--- src/rtl/core/xtkb_pkg.sv ---
// shared types, constants and the key table of the xt keyboard interface
`timescale 1ns / 1ps
`default_nettype none

package xtkb_pkg;

    localparam int KEY_ROWS = 98;
    localparam logic [6:0] SLASH_ROW = 7'd95;

    localparam logic [7:0] BAT_KEY    = 8'h55;
    localparam logic [7:0] BAT_OK     = 8'haa;
    localparam logic [7:0] EXT_PREFIX = 8'he0;
    localparam logic [7:0] BREAK_BIT  = 8'h80;

    localparam logic [15:0] RESET_DELAY = 16'd381;

    localparam logic [1:0] IRQ_NONE  = 2'd0;
    localparam logic [1:0] IRQ_LOW   = 2'd1;
    localparam logic [1:0] IRQ_RAISE = 2'd2;

    typedef enum logic [2:0] {
        KIND_DOWN   = 3'd0,
        KIND_UP     = 3'd1,
        KIND_RAW    = 3'd2,
        KIND_CLOCK  = 3'd3,
        KIND_ENABLE = 3'd4,
        KIND_TICK   = 3'd5
    } t_kind;

    // what the result stage does to the latched key
    typedef enum logic [1:0] {
        KEY_HOLD  = 2'd0,
        KEY_LOAD  = 2'd1,
        KEY_BAT   = 2'd2,
        KEY_CLEAR = 2'd3
    } t_key_op;

    typedef struct packed {
        logic [2:0]  kind;
        logic [6:0]  key_index;
        logic [7:0]  data_value;
        logic [15:0] tick_count;
    } t_in_item;

    typedef struct packed {
        logic [7:0] scan_code;
        logic       key_pending;
        logic [1:0] irq_event;
        logic       overflow;
        logic [7:0] buffered_count;
    } t_out_item;

    typedef struct packed {
        t_key_op    key_op;
        logic       key_pending;
        logic [1:0] irq_event;
        logic       overflow;
        logic [7:0] buffered_count;
    } t_stage;

    function automatic logic [7:0] make_code(input logic [6:0] row);
        logic [7:0] code;
        begin
            if (row <= 7'd28) begin
                code = 8'(row) + 8'd1;
            end else if (row <= 7'd70) begin
                code = 8'(row);
            end else begin
                case (row) inside
                    7'd71, 7'd72: code = 8'h47;
                    7'd73, 7'd74: code = 8'h48;
                    7'd75, 7'd76: code = 8'h49;
                    7'd77:        code = 8'h4a;
                    7'd78, 7'd79: code = 8'h4b;
                    7'd80:        code = 8'h4c;
                    7'd81, 7'd82: code = 8'h4d;
                    7'd83:        code = 8'h4e;
                    7'd84, 7'd85: code = 8'h4f;
                    7'd86, 7'd87: code = 8'h50;
                    7'd88, 7'd89: code = 8'h51;
                    7'd90:        code = 8'h1c;
                    7'd91, 7'd92: code = 8'h52;
                    7'd93, 7'd94: code = 8'h53;
                    7'd95:        code = 8'h35;
                    7'd96:        code = 8'h57;
                    7'd97:        code = 8'h58;
                    default:      code = 8'h00;
                endcase
            end
            return code;
        end
    endfunction

endpackage

`default_nettype wire

--- src/rtl/core/xt_keyboard_scan_code_interface_top.sv ---
// top level of the xt keyboard scan code interface
// path: a transaction passes the input register, the middle stage register and the output result register
// throughput: one transaction per cycle while the output does not stall; a keypad
//   slash sequence pushing two bytes holds the input for the single fifo write port
// reset: synchronous active low; the fifo ram is not cleared, no clearing pass
`timescale 1ns / 1ps
`default_nettype none

module xt_keyboard_scan_code_interface_top #(
    parameter int FIFO_DEPTH = 256
) (
    input  wire logic                 i_clk,
    input  wire logic                 i_rst_n,
    input  wire logic                 i_in_valid,
    input  wire xtkb_pkg::t_in_item   i_in_item,
    output logic                      o_in_stall,
    output logic                      o_out_valid,
    output xtkb_pkg::t_out_item       o_out_item,
    input  wire logic                 i_out_stall,
    input  wire logic                 i_cfg_valid,
    input  wire logic [15:0]          i_cfg_data,
    output logic                      o_cfg_ready
);

    localparam int PW = (FIFO_DEPTH > 1) ? $clog2(FIFO_DEPTH) : 1;

    logic              ram_we;
    logic [PW-1:0]     ram_waddr;
    logic [7:0]        ram_wdata;
    logic              ram_re;
    logic [PW-1:0]     ram_raddr;
    logic [7:0]        ram_rdata;
    logic              b_valid;
    xtkb_pkg::t_stage  b_stage;
    logic              b_free;

    assign o_cfg_ready = 1'b1;

    xtkb_ctrl #(
        .FIFO_DEPTH (FIFO_DEPTH)
    ) u_ctrl (
        .i_clk       (i_clk),
        .i_rst_n     (i_rst_n),
        .i_in_valid  (i_in_valid),
        .i_in_item   (i_in_item),
        .o_in_stall  (o_in_stall),
        .i_cfg_valid (i_cfg_valid),
        .i_cfg_data  (i_cfg_data),
        .o_ram_we    (ram_we),
        .o_ram_waddr (ram_waddr),
        .o_ram_wdata (ram_wdata),
        .o_ram_re    (ram_re),
        .o_ram_raddr (ram_raddr),
        .o_b_valid   (b_valid),
        .o_b         (b_stage),
        .i_b_free    (b_free)
    );

    xtkb_ram #(
        .WIDTH (8),
        .DEPTH (FIFO_DEPTH)
    ) u_fifo_ram (
        .i_clk   (i_clk),
        .i_we    (ram_we),
        .i_waddr (ram_waddr),
        .i_wdata (ram_wdata),
        .i_re    (ram_re),
        .i_raddr (ram_raddr),
        .o_rdata (ram_rdata)
    );

    xtkb_out u_out (
        .i_clk       (i_clk),
        .i_rst_n     (i_rst_n),
        .i_b_valid   (b_valid),
        .i_b         (b_stage),
        .o_b_free    (b_free),
        .i_ram_rdata (ram_rdata),
        .o_out_valid (o_out_valid),
        .o_out_item  (o_out_item),
        .i_out_stall (i_out_stall)
    );

    // a dropped byte means the ring was left full
    assert property (@(posedge i_clk) disable iff (!i_rst_n)
        o_out_valid && o_out_item.overflow
        |-> o_out_item.buffered_count == 8'(FIFO_DEPTH - 1))
        else $error("overflow reported with free fifo space");

    assert property (@(posedge i_clk) disable iff (!i_rst_n)
        o_out_valid && o_out_item.irq_event == xtkb_pkg::IRQ_RAISE
        |-> o_out_item.key_pending)
        else $error("interrupt raised without a pending key");

    assert property (@(posedge i_clk) disable iff (!i_rst_n)
        o_out_valid && o_out_item.irq_event == xtkb_pkg::IRQ_LOW
        |-> !o_out_item.key_pending && o_out_item.scan_code == 8'h00)
        else $error("interrupt lowered but key not cleared");

    assert property (@(posedge i_clk) disable iff (!i_rst_n)
        o_out_valid && o_out_item.irq_event == xtkb_pkg::IRQ_RAISE
        |-> !o_out_item.overflow)
        else $error("key delivered together with a push");

endmodule

`default_nettype wire

--- src/rtl/core/xtkb_ram.sv ---
// generic single write port ram with registered read
`timescale 1ns / 1ps
`default_nettype none

module xtkb_ram #(
    parameter int WIDTH = 8,
    parameter int DEPTH = 256
) (
    input  wire logic                                   i_clk,
    input  wire logic                                   i_we,
    input  wire logic [(DEPTH > 1 ? $clog2(DEPTH) : 1)-1:0] i_waddr,
    input  wire logic [WIDTH-1:0]                       i_wdata,
    input  wire logic                                   i_re,
    input  wire logic [(DEPTH > 1 ? $clog2(DEPTH) : 1)-1:0] i_raddr,
    output logic      [WIDTH-1:0]                       o_rdata
);

    logic [WIDTH-1:0] r_mem [DEPTH];
    logic [WIDTH-1:0] r_rdata;

    always_ff @(posedge i_clk) begin
        if (i_we) begin
            r_mem[i_waddr] <= i_wdata;
        end
        if (i_re) begin
            r_rdata <= r_mem[i_raddr];
        end
    end

    assign o_rdata = r_rdata;

endmodule

`default_nettype wire

--- src/rtl/core/xtkb_ctrl.sv ---
// input register, key and fifo control state, and the middle stage register
`timescale 1ns / 1ps
`default_nettype none

module xtkb_ctrl #(
    parameter int FIFO_DEPTH = 256,
    localparam int PW = (FIFO_DEPTH > 1) ? $clog2(FIFO_DEPTH) : 1
) (
    input  wire logic                i_clk,
    input  wire logic                i_rst_n,
    input  wire logic                i_in_valid,
    input  wire xtkb_pkg::t_in_item  i_in_item,
    output logic                     o_in_stall,
    input  wire logic                i_cfg_valid,
    input  wire logic [15:0]         i_cfg_data,
    output logic                     o_ram_we,
    output logic [PW-1:0]            o_ram_waddr,
    output logic [7:0]               o_ram_wdata,
    output logic                     o_ram_re,
    output logic [PW-1:0]            o_ram_raddr,
    output logic                     o_b_valid,
    output xtkb_pkg::t_stage         o_b,
    input  wire logic                i_b_free
);

    localparam logic [PW-1:0] PTR_LAST = PW'(FIFO_DEPTH - 1);

    logic                      r_a_valid;
    xtkb_pkg::t_in_item        r_a_item;
    logic                      r_b_valid;
    xtkb_pkg::t_stage          r_b;
    logic                      r_pend, n_pend;
    logic [PW-1:0]             r_pend_addr, n_pend_addr;
    logic [7:0]                r_pend_data, n_pend_data;
    logic [xtkb_pkg::KEY_ROWS-1:0] r_marks, n_marks;
    logic [PW-1:0]             r_rp, n_rp;
    logic [PW-1:0]             r_wp, n_wp;
    logic [15:0]               r_counter, n_counter;
    logic [15:0]               r_reload;
    logic                      r_lvalid, n_lvalid;
    logic                      r_clock, n_clock;
    logic                      r_enable, n_enable;
    xtkb_pkg::t_stage          n_b;
    logic                      n_we;
    logic [PW-1:0]             n_waddr;
    logic [7:0]                n_wdata;
    logic                      n_re;
    logic                      a_move;
    logic                      in_take;

    function automatic logic [PW-1:0] ptr_inc(input logic [PW-1:0] p);
        return (p == PTR_LAST) ? '0 : p + PW'(1);
    endfunction

    assign a_move     = r_a_valid && i_b_free && !r_pend;
    assign o_in_stall = r_a_valid && !a_move;
    assign in_take    = i_in_valid && !o_in_stall;

    always_comb begin
        logic          level;
        logic          in_table;
        logic [1:0]    push_cnt;
        logic [7:0]    b0;
        logic [7:0]    b1;
        logic [7:0]    code;
        logic [PW-1:0] wp1;
        logic [PW-1:0] wp2;
        logic [PW:0]   cnt;

        level    = |r_a_item.data_value;
        in_table = r_a_item.key_index < 7'(xtkb_pkg::KEY_ROWS);
        push_cnt = 2'd0;
        b0       = 8'h00;
        b1       = 8'h00;
        code     = xtkb_pkg::make_code(r_a_item.key_index);
        wp1      = ptr_inc(r_wp);
        wp2      = ptr_inc(wp1);

        n_marks     = r_marks;
        n_rp        = r_rp;
        n_wp        = r_wp;
        n_counter   = r_counter;
        n_lvalid    = r_lvalid;
        n_clock     = r_clock;
        n_enable    = r_enable;
        n_pend      = 1'b0;
        n_pend_addr = wp1;
        n_pend_data = b1;
        n_we        = 1'b0;
        n_waddr     = r_wp;
        n_wdata     = b0;
        n_re        = 1'b0;
        n_b.key_op    = xtkb_pkg::KEY_HOLD;
        n_b.irq_event = xtkb_pkg::IRQ_NONE;
        n_b.overflow  = 1'b0;

        unique case (xtkb_pkg::t_kind'(r_a_item.kind)) inside
            xtkb_pkg::KIND_DOWN, xtkb_pkg::KIND_UP: begin
                if (in_table) begin
                    if (r_a_item.kind == xtkb_pkg::KIND_DOWN) begin
                        n_marks[r_a_item.key_index] = 1'b1;
                        push_cnt = 2'd1;
                    end else if (r_marks[r_a_item.key_index]) begin
                        n_marks[r_a_item.key_index] = 1'b0;
                        push_cnt = 2'd1;
                        code = code | xtkb_pkg::BREAK_BIT;
                    end
                    if (push_cnt != 2'd0 && r_a_item.key_index == xtkb_pkg::SLASH_ROW) begin
                        push_cnt = 2'd2;
                        b0 = xtkb_pkg::EXT_PREFIX;
                        b1 = code;
                    end else begin
                        b0 = code;
                    end
                end
            end
            xtkb_pkg::KIND_RAW: begin
                push_cnt = 2'd1;
                b0 = r_a_item.data_value;
            end
            xtkb_pkg::KIND_CLOCK: begin
                if (r_clock != level) begin
                    n_clock = level;
                    if (level) begin
                        n_marks    = '0;
                        n_counter  = r_reload;
                        n_b.key_op = xtkb_pkg::KEY_BAT;
                        n_rp       = '0;
                        n_wp       = PW'(1);
                        n_we       = 1'b1;
                        n_waddr    = '0;
                        n_wdata    = xtkb_pkg::BAT_OK;
                    end
                end
            end
            xtkb_pkg::KIND_ENABLE: begin
                if (r_enable != level) begin
                    n_enable = level;
                    if (level) begin
                        n_counter = r_reload;
                    end else begin
                        n_b.key_op    = xtkb_pkg::KEY_CLEAR;
                        n_lvalid      = 1'b0;
                        n_b.irq_event = xtkb_pkg::IRQ_LOW;
                    end
                end
            end
            xtkb_pkg::KIND_TICK: begin
                if (r_rp != r_wp && r_clock && r_enable && !r_lvalid) begin
                    if (r_counter > r_a_item.tick_count) begin
                        n_counter = r_counter - r_a_item.tick_count;
                    end else begin
                        n_counter     = r_reload;
                        n_b.key_op    = xtkb_pkg::KEY_LOAD;
                        n_re          = 1'b1;
                        n_lvalid      = 1'b1;
                        n_rp          = ptr_inc(r_rp);
                        n_b.irq_event = xtkb_pkg::IRQ_RAISE;
                    end
                end
            end
            default: begin
            end
        endcase

        // second byte of an extended sequence is held in the pend register and goes to the ram in the next cycle
        if (push_cnt != 2'd0) begin
            if (wp1 == r_rp) begin
                n_b.overflow = 1'b1;
            end else begin
                n_we    = 1'b1;
                n_waddr = r_wp;
                n_wdata = b0;
                n_wp    = wp1;
                if (push_cnt == 2'd2) begin
                    if (wp2 == r_rp) begin
                        n_b.overflow = 1'b1;
                    end else begin
                        n_pend      = 1'b1;
                        n_pend_addr = wp1;
                        n_pend_data = b1;
                        n_wp        = wp2;
                    end
                end
            end
        end

        cnt = {1'b0, n_wp} - {1'b0, n_rp};
        if (n_wp < n_rp) begin
            cnt = cnt + (PW + 1)'(FIFO_DEPTH);
        end
        n_b.buffered_count = 8'(cnt);
        n_b.key_pending    = n_lvalid;
    end

    always_ff @(posedge i_clk) begin
        if (!i_rst_n) begin
            r_a_valid <= 1'b0;
            r_b_valid <= 1'b0;
            r_pend    <= 1'b0;
            r_marks   <= '0;
            r_rp      <= '0;
            r_wp      <= '0;
            r_counter <= xtkb_pkg::RESET_DELAY;
            r_reload  <= xtkb_pkg::RESET_DELAY;
            r_lvalid  <= 1'b0;
            r_clock   <= 1'b0;
            r_enable  <= 1'b0;
        end else begin
            if (i_cfg_valid) begin
                r_reload <= i_cfg_data;
            end
            if (in_take) begin
                r_a_valid <= 1'b1;
            end else if (a_move) begin
                r_a_valid <= 1'b0;
            end
            if (a_move) begin
                r_b_valid <= 1'b1;
            end else if (i_b_free) begin
                r_b_valid <= 1'b0;
            end
            if (r_pend) begin
                r_pend <= 1'b0;
            end else if (a_move) begin
                r_pend <= n_pend;
            end
            if (a_move) begin
                r_marks   <= n_marks;
                r_rp      <= n_rp;
                r_wp      <= n_wp;
                r_counter <= n_counter;
                r_lvalid  <= n_lvalid;
                r_clock   <= n_clock;
                r_enable  <= n_enable;
            end
        end
    end

    always_ff @(posedge i_clk) begin
        if (in_take) begin
            r_a_item <= i_in_item;
        end
        if (a_move) begin
            r_b         <= n_b;
            r_pend_addr <= n_pend_addr;
            r_pend_data <= n_pend_data;
        end
    end

    assign o_ram_we    = r_pend || (a_move && n_we);
    assign o_ram_waddr = r_pend ? r_pend_addr : n_waddr;
    assign o_ram_wdata = r_pend ? r_pend_data : n_wdata;
    assign o_ram_re    = a_move && n_re;
    assign o_ram_raddr = r_rp;
    assign o_b_valid   = r_b_valid;
    assign o_b         = r_b;

endmodule

`default_nettype wire

--- src/rtl/core/xtkb_out.sv ---
// latched key register and output result register
`timescale 1ns / 1ps
`default_nettype none

module xtkb_out (
    input  wire logic                i_clk,
    input  wire logic                i_rst_n,
    input  wire logic                i_b_valid,
    input  wire xtkb_pkg::t_stage    i_b,
    output logic                     o_b_free,
    input  wire logic [7:0]          i_ram_rdata,
    output logic                     o_out_valid,
    output xtkb_pkg::t_out_item      o_out_item,
    input  wire logic                i_out_stall
);

    logic                 r_out_valid;
    xtkb_pkg::t_out_item  r_out_item;
    logic [7:0]           r_key, n_key;
    logic                 b_move;

    assign o_b_free = !r_out_valid || !i_out_stall;
    assign b_move   = i_b_valid && o_b_free;

    always_comb begin
        case (i_b.key_op)
            xtkb_pkg::KEY_LOAD:  n_key = i_ram_rdata;
            xtkb_pkg::KEY_BAT:   n_key = xtkb_pkg::BAT_KEY;
            xtkb_pkg::KEY_CLEAR: n_key = 8'h00;
            default:             n_key = r_key;
        endcase
    end

    always_ff @(posedge i_clk) begin
        if (!i_rst_n) begin
            r_out_valid <= 1'b0;
            r_key       <= 8'h00;
        end else begin
            if (b_move) begin
                r_out_valid <= 1'b1;
                r_key       <= n_key;
            end else if (!i_out_stall) begin
                r_out_valid <= 1'b0;
            end
        end
    end

    always_ff @(posedge i_clk) begin
        if (b_move) begin
            r_out_item.scan_code      <= n_key;
            r_out_item.key_pending    <= i_b.key_pending;
            r_out_item.irq_event      <= i_b.irq_event;
            r_out_item.overflow       <= i_b.overflow;
            r_out_item.buffered_count <= i_b.buffered_count;
        end
    end

    assign o_out_valid = r_out_valid;
    assign o_out_item  = r_out_item;

endmodule

`default_nettype wire

--- config.mk ---
export PLATFORM = sky130hd
export DESIGN_NAME = xt_keyboard_scan_code_interface_top
export DESIGN_NICKNAME = d
export VERILOG_FILES = /design/src/rtl/core/xtkb_pkg.sv /design/src/rtl/core/xt_keyboard_scan_code_interface_top.sv /design/src/rtl/core/xtkb_ram.sv /design/src/rtl/core/xtkb_ctrl.sv /design/src/rtl/core/xtkb_out.sv
export SDC_FILE = /design/constraint.sdc
export NUM_CORES = 2
export LEC_CHECK = 0
export BUFFER_PORTS_ARGS = -buffer_cell sky130_fd_sc_hd__buf_4
export CORE_AREA = 2 2 521 523
export DETAILED_ROUTE_END_ITERATION = 8
export DIE_AREA = 0 0 523 525
export MAX_ROUTING_LAYER = met4
export SLEW_MARGIN = 40
export SYNTH_ARGS = -nofsm -noshare
export SYNTH_HDL_FRONTEND = slang
export SYNTH_SLANG_ARGS = --single-unit
--- constraint.sdc ---
create_clock -name i_clk -period 15.65 [get_ports i_clk]
set_clock_uncertainty 0.15 [all_clocks]
set_input_delay 0.7825 -clock i_clk [delete_from_list [all_inputs] [get_ports i_clk]]
set_output_delay 0.7825 -clock i_clk [all_outputs]
set_load 0.01 [all_outputs]
==> impl_metrics.json <==
{
  "synth_area_um2": 93800,
  "status": "completed",
  "cp-start-kind": "flip-flop",
  "row_count": 191,
  "cts_hold_buf": 51,
  "combPwrFrac_pct": 3.7,
  "start_util_pct": 34.8,
  "slew_viol_final": 0,
  "maxCapViolations": 0,
  "ir_drop_mv": 0.101,
  "synthArstFlopShare_pct": 0,
  "portBuffers": 76,
  "switchingPower_mw": 2.68,
  "clk_pin_slew_worst_paths_ns": 0.06,
  "power_frac_seq_pct": 53.4,
  "synth.most_common_cell": "edfxtp_1",
  "finalWorstSetupSlack_ns": 9.09,
  "post-route-cell-area_um2": 108000,
  "power_leakage_nw": 31.7,
  "yosys-top-cells-count": "2,140 x edfxtp_1, 688 x mux4_2, 275 x a21oi_1",
  "dp_slack_ns": 8.96,
  "yosysTopAreaCell": "edfxtp_1",
  "syn_inst": 4944,
  "tns_ns": 0,
  "synth_top_cell_area_share_pct": 68.5,
  "synth_fp_nets": 5033,
  "synth-warning-count": 0,
  "grt_pass1_vias": 48800,
  "min_period_ns": 6.56,
  "period_share_pct": 41.9,
  "sw_frac_of_total_pct": 21.2,
  "synthTopCellsByArea": "edfxtp_1 69%, mux4_2 17%, dfxtp_1 3.4%",
  "setup_viol": 0,
  "hold_depth": 2,
  "avgSynthCellArea_um2": 19.0,
  "post_dp_cell_area_um2": 100000,
  "synth_top_flop_cell": "edfxtp_1",
  "grtUsageTotal_pct": 17.2,
  "grt_pass1_wl_mm": 341,
  "routed_wl_mm": 232,
  "grt_max_degree": 110,
  "critPathLaunch": "u_ctrl.r_a_item[25]",
  "intPower_mw": 9.95,
  "place.detailed.hpwl_mm": 139,
  "p_total_mw": 12.6,
  "die-area_um2": 275000,
  "path_class": "reg -> reg",
  "htree_levels": 4,
  "worstPathMaxFanout": 88,
  "n_fill_cell": 23500,
  "tightest_slew_ns": 0.865,
  "design.portCount": 78,
  "cts-root-buf": "clkbuf_16",
  "core-area_um2": 269000,
  "cts.sink_count": 2301,
  "cts_setup_buffers": 0,
  "cp.arrival_ns": 6.98,
  "vias": 49200,
  "cts_resized": 0,
  "synth_seq_area_share_pct": 72.0,
  "dp_cells": 8445,
  "hold_viol": 0,
  "antenna_found_initial": 7,
  "max_freq_ghz": 0.152,
  "drt-wirelength-per-cell_um": 26.0,
  "antenna_left": 0,
  "p_per_area_nw_per_um2": 116,
  "drt_iter0_markers": 5523,
  "post_drt_via_cell_ratio": 5.51,
  "grt_overflow_total": 0,
  "synth_edf_count": 2140,
  "cts_tree": "yes",
  "p_clk_share_pct": 42.9,
  "die_w_um": 523,
  "synth_cell_types": 91,
  "min_from": "i_rst_n",
  "cts_buffer_depth": 3,
  "insertion_delay_ns": 0.88,
  "reg2reg_from": "u_ctrl.r_a_item[25]",
  "rsz0062_at_grt": "no",
  "hold_class": "in -> reg",
  "stdcell_count": 8936,
  "fin_nets": 5253,
  "r2r_cells": 14,
  "cp-end-kind": "flip-flop",
  "required_ns": 16.08,
  "cts_buffers": 230,
  "gp_congestion": 0.840,
  "drive_above_1_share_pct": 28.1,
  "route.detailed.drc": 0,
  "synth-seq-cells": 2301,
  "max-slew-margin-rel_pct": 42.3,
  "firstDrtPassIters": 8,
  "dieHeight_um": 525,
  "area_growth_pct": 15.6
}
## state kept, by name, indices dropped and copies added (netlist names), 14 cells and up
name and count:
u_out.o_out_item 20, u_ctrl.o_b 14, u_ctrl.r_marks 98, u_ctrl.r_counter 16, u_ctrl.r_a_item 34, u_fifo_ram.r_mem 2048
u_ctrl.r_reload 16
## kinds of logic (layout without fill, tap and decap cells)
| logic type | after synthesis | count (layout) | synth area share, % |
|---|---|---|---|
| flops | 2301 | 2301 | 72.0 |
| simple gates | 801 | 801 | 4.19 |
| mux | 739 | 739 | 17.1 |
| compound gates | 602 | 602 | 3.88 |
| buf+inv | 421 | 839 | 1.99 |
| xor+xnor | 44 | 44 | 0.426 |
| fa+ha+maj | 34 | 34 | 0.470 |
| other cells | 2 | 6 | 0.00801 |
## per-stage QoR
step                      hold slack [ns]  util (%)
after global routing               0.0767      40.2
after global placement              0.253      36.8
after floorplan                     0.250         -
after CTS                          0.0473      40.1
after detailed placement            0.260      37.2
final                               0.114      40.2
## power groups by stage
stage | logic (mW) | clock network [mW] | registers (mW)
after global routing | 0.498 | 5.76 | 6.74
after CTS | 0.467 | 5.53 | 6.74
after floorplan | 0.281 | 0 | 6.88
after global placement | 0.437 | 0 | 6.87
final | 0.468 | 5.41 | 6.74
after detailed placement | 0.456 | 0 | 6.87
## layout make-up
cell class	count	area, um2	area share (%)
flip-flops and latches	2301	67500	62.3
clock buffers	291	6040	5.57
clock inverters	139	1390	1.29
multi-input cells	2222	25500	23.6
well taps	3570	4470	4.12
diodes	4	10.0	0.00923
repair buffers	347	3200	2.96
inverters	62	236	0.218
## cells in the final DEF, fill, tap and decap left out, types with 33 or more instances in the layout
| cell type | instances |
|---|---|
| xnor2_1 | 34 |
| edfxtp_1 | 2140 |
| dlygate4sd3_1 | 51 |
| o21ai_0 | 149 |
| clkinv_1 | 59 |
| buf_4 | 236 |
| nand2_1 | 228 |
| clkbuf_1 | 57 |
| nor3_1 | 148 |
| nor2_2 | 43 |
| nor3_4 | 75 |
| mux2i_1 | 42 |
| clkbuf_16 | 231 |
| clkinv_2 | 40 |
| mux4_2 | 688 |
| buf_6 | 33 |
| a21oi_1 | 275 |
| dfxtp_1 | 154 |
| nor2_1 | 126 |
| inv_1 | 56 |
## final timing paths
path                              to  slack (ns)
max reg2reg  u_fifo_ram.r_mem[97][6]        9.09
min               u_ctrl.r_reload[0]        0.11
max          u_fifo_ram.r_mem[97][6]        9.09
min reg2reg      u_out.o_out_item[5]        0.27
## layer usage
metal	vias to the layer above	share of wire (%)	track usage [%]
met5	-	0	-
met4	0	2.4	4.42
met3	327	7.0	2.64
met2	1921	47	26.1
met1	26200	43	24.2
li1	20800	-	-
## worst max-delay path: stages, from the launching register on
cell      delay, ns
edfxtp_1       0.32
buf_4          0.54
inv_1          0.52
nor3_4         0.71
a32o_1         0.22
o311ai_1       0.10
a311o_1        0.46
a311oi_4       0.23
buf_4          0.33
nand2_1        0.16
a31oi_1        0.27
a21o_4         0.45
buf_16         0.27
buf_4          0.68
buf_6          0.57
(Power assumes the default switching activity.)
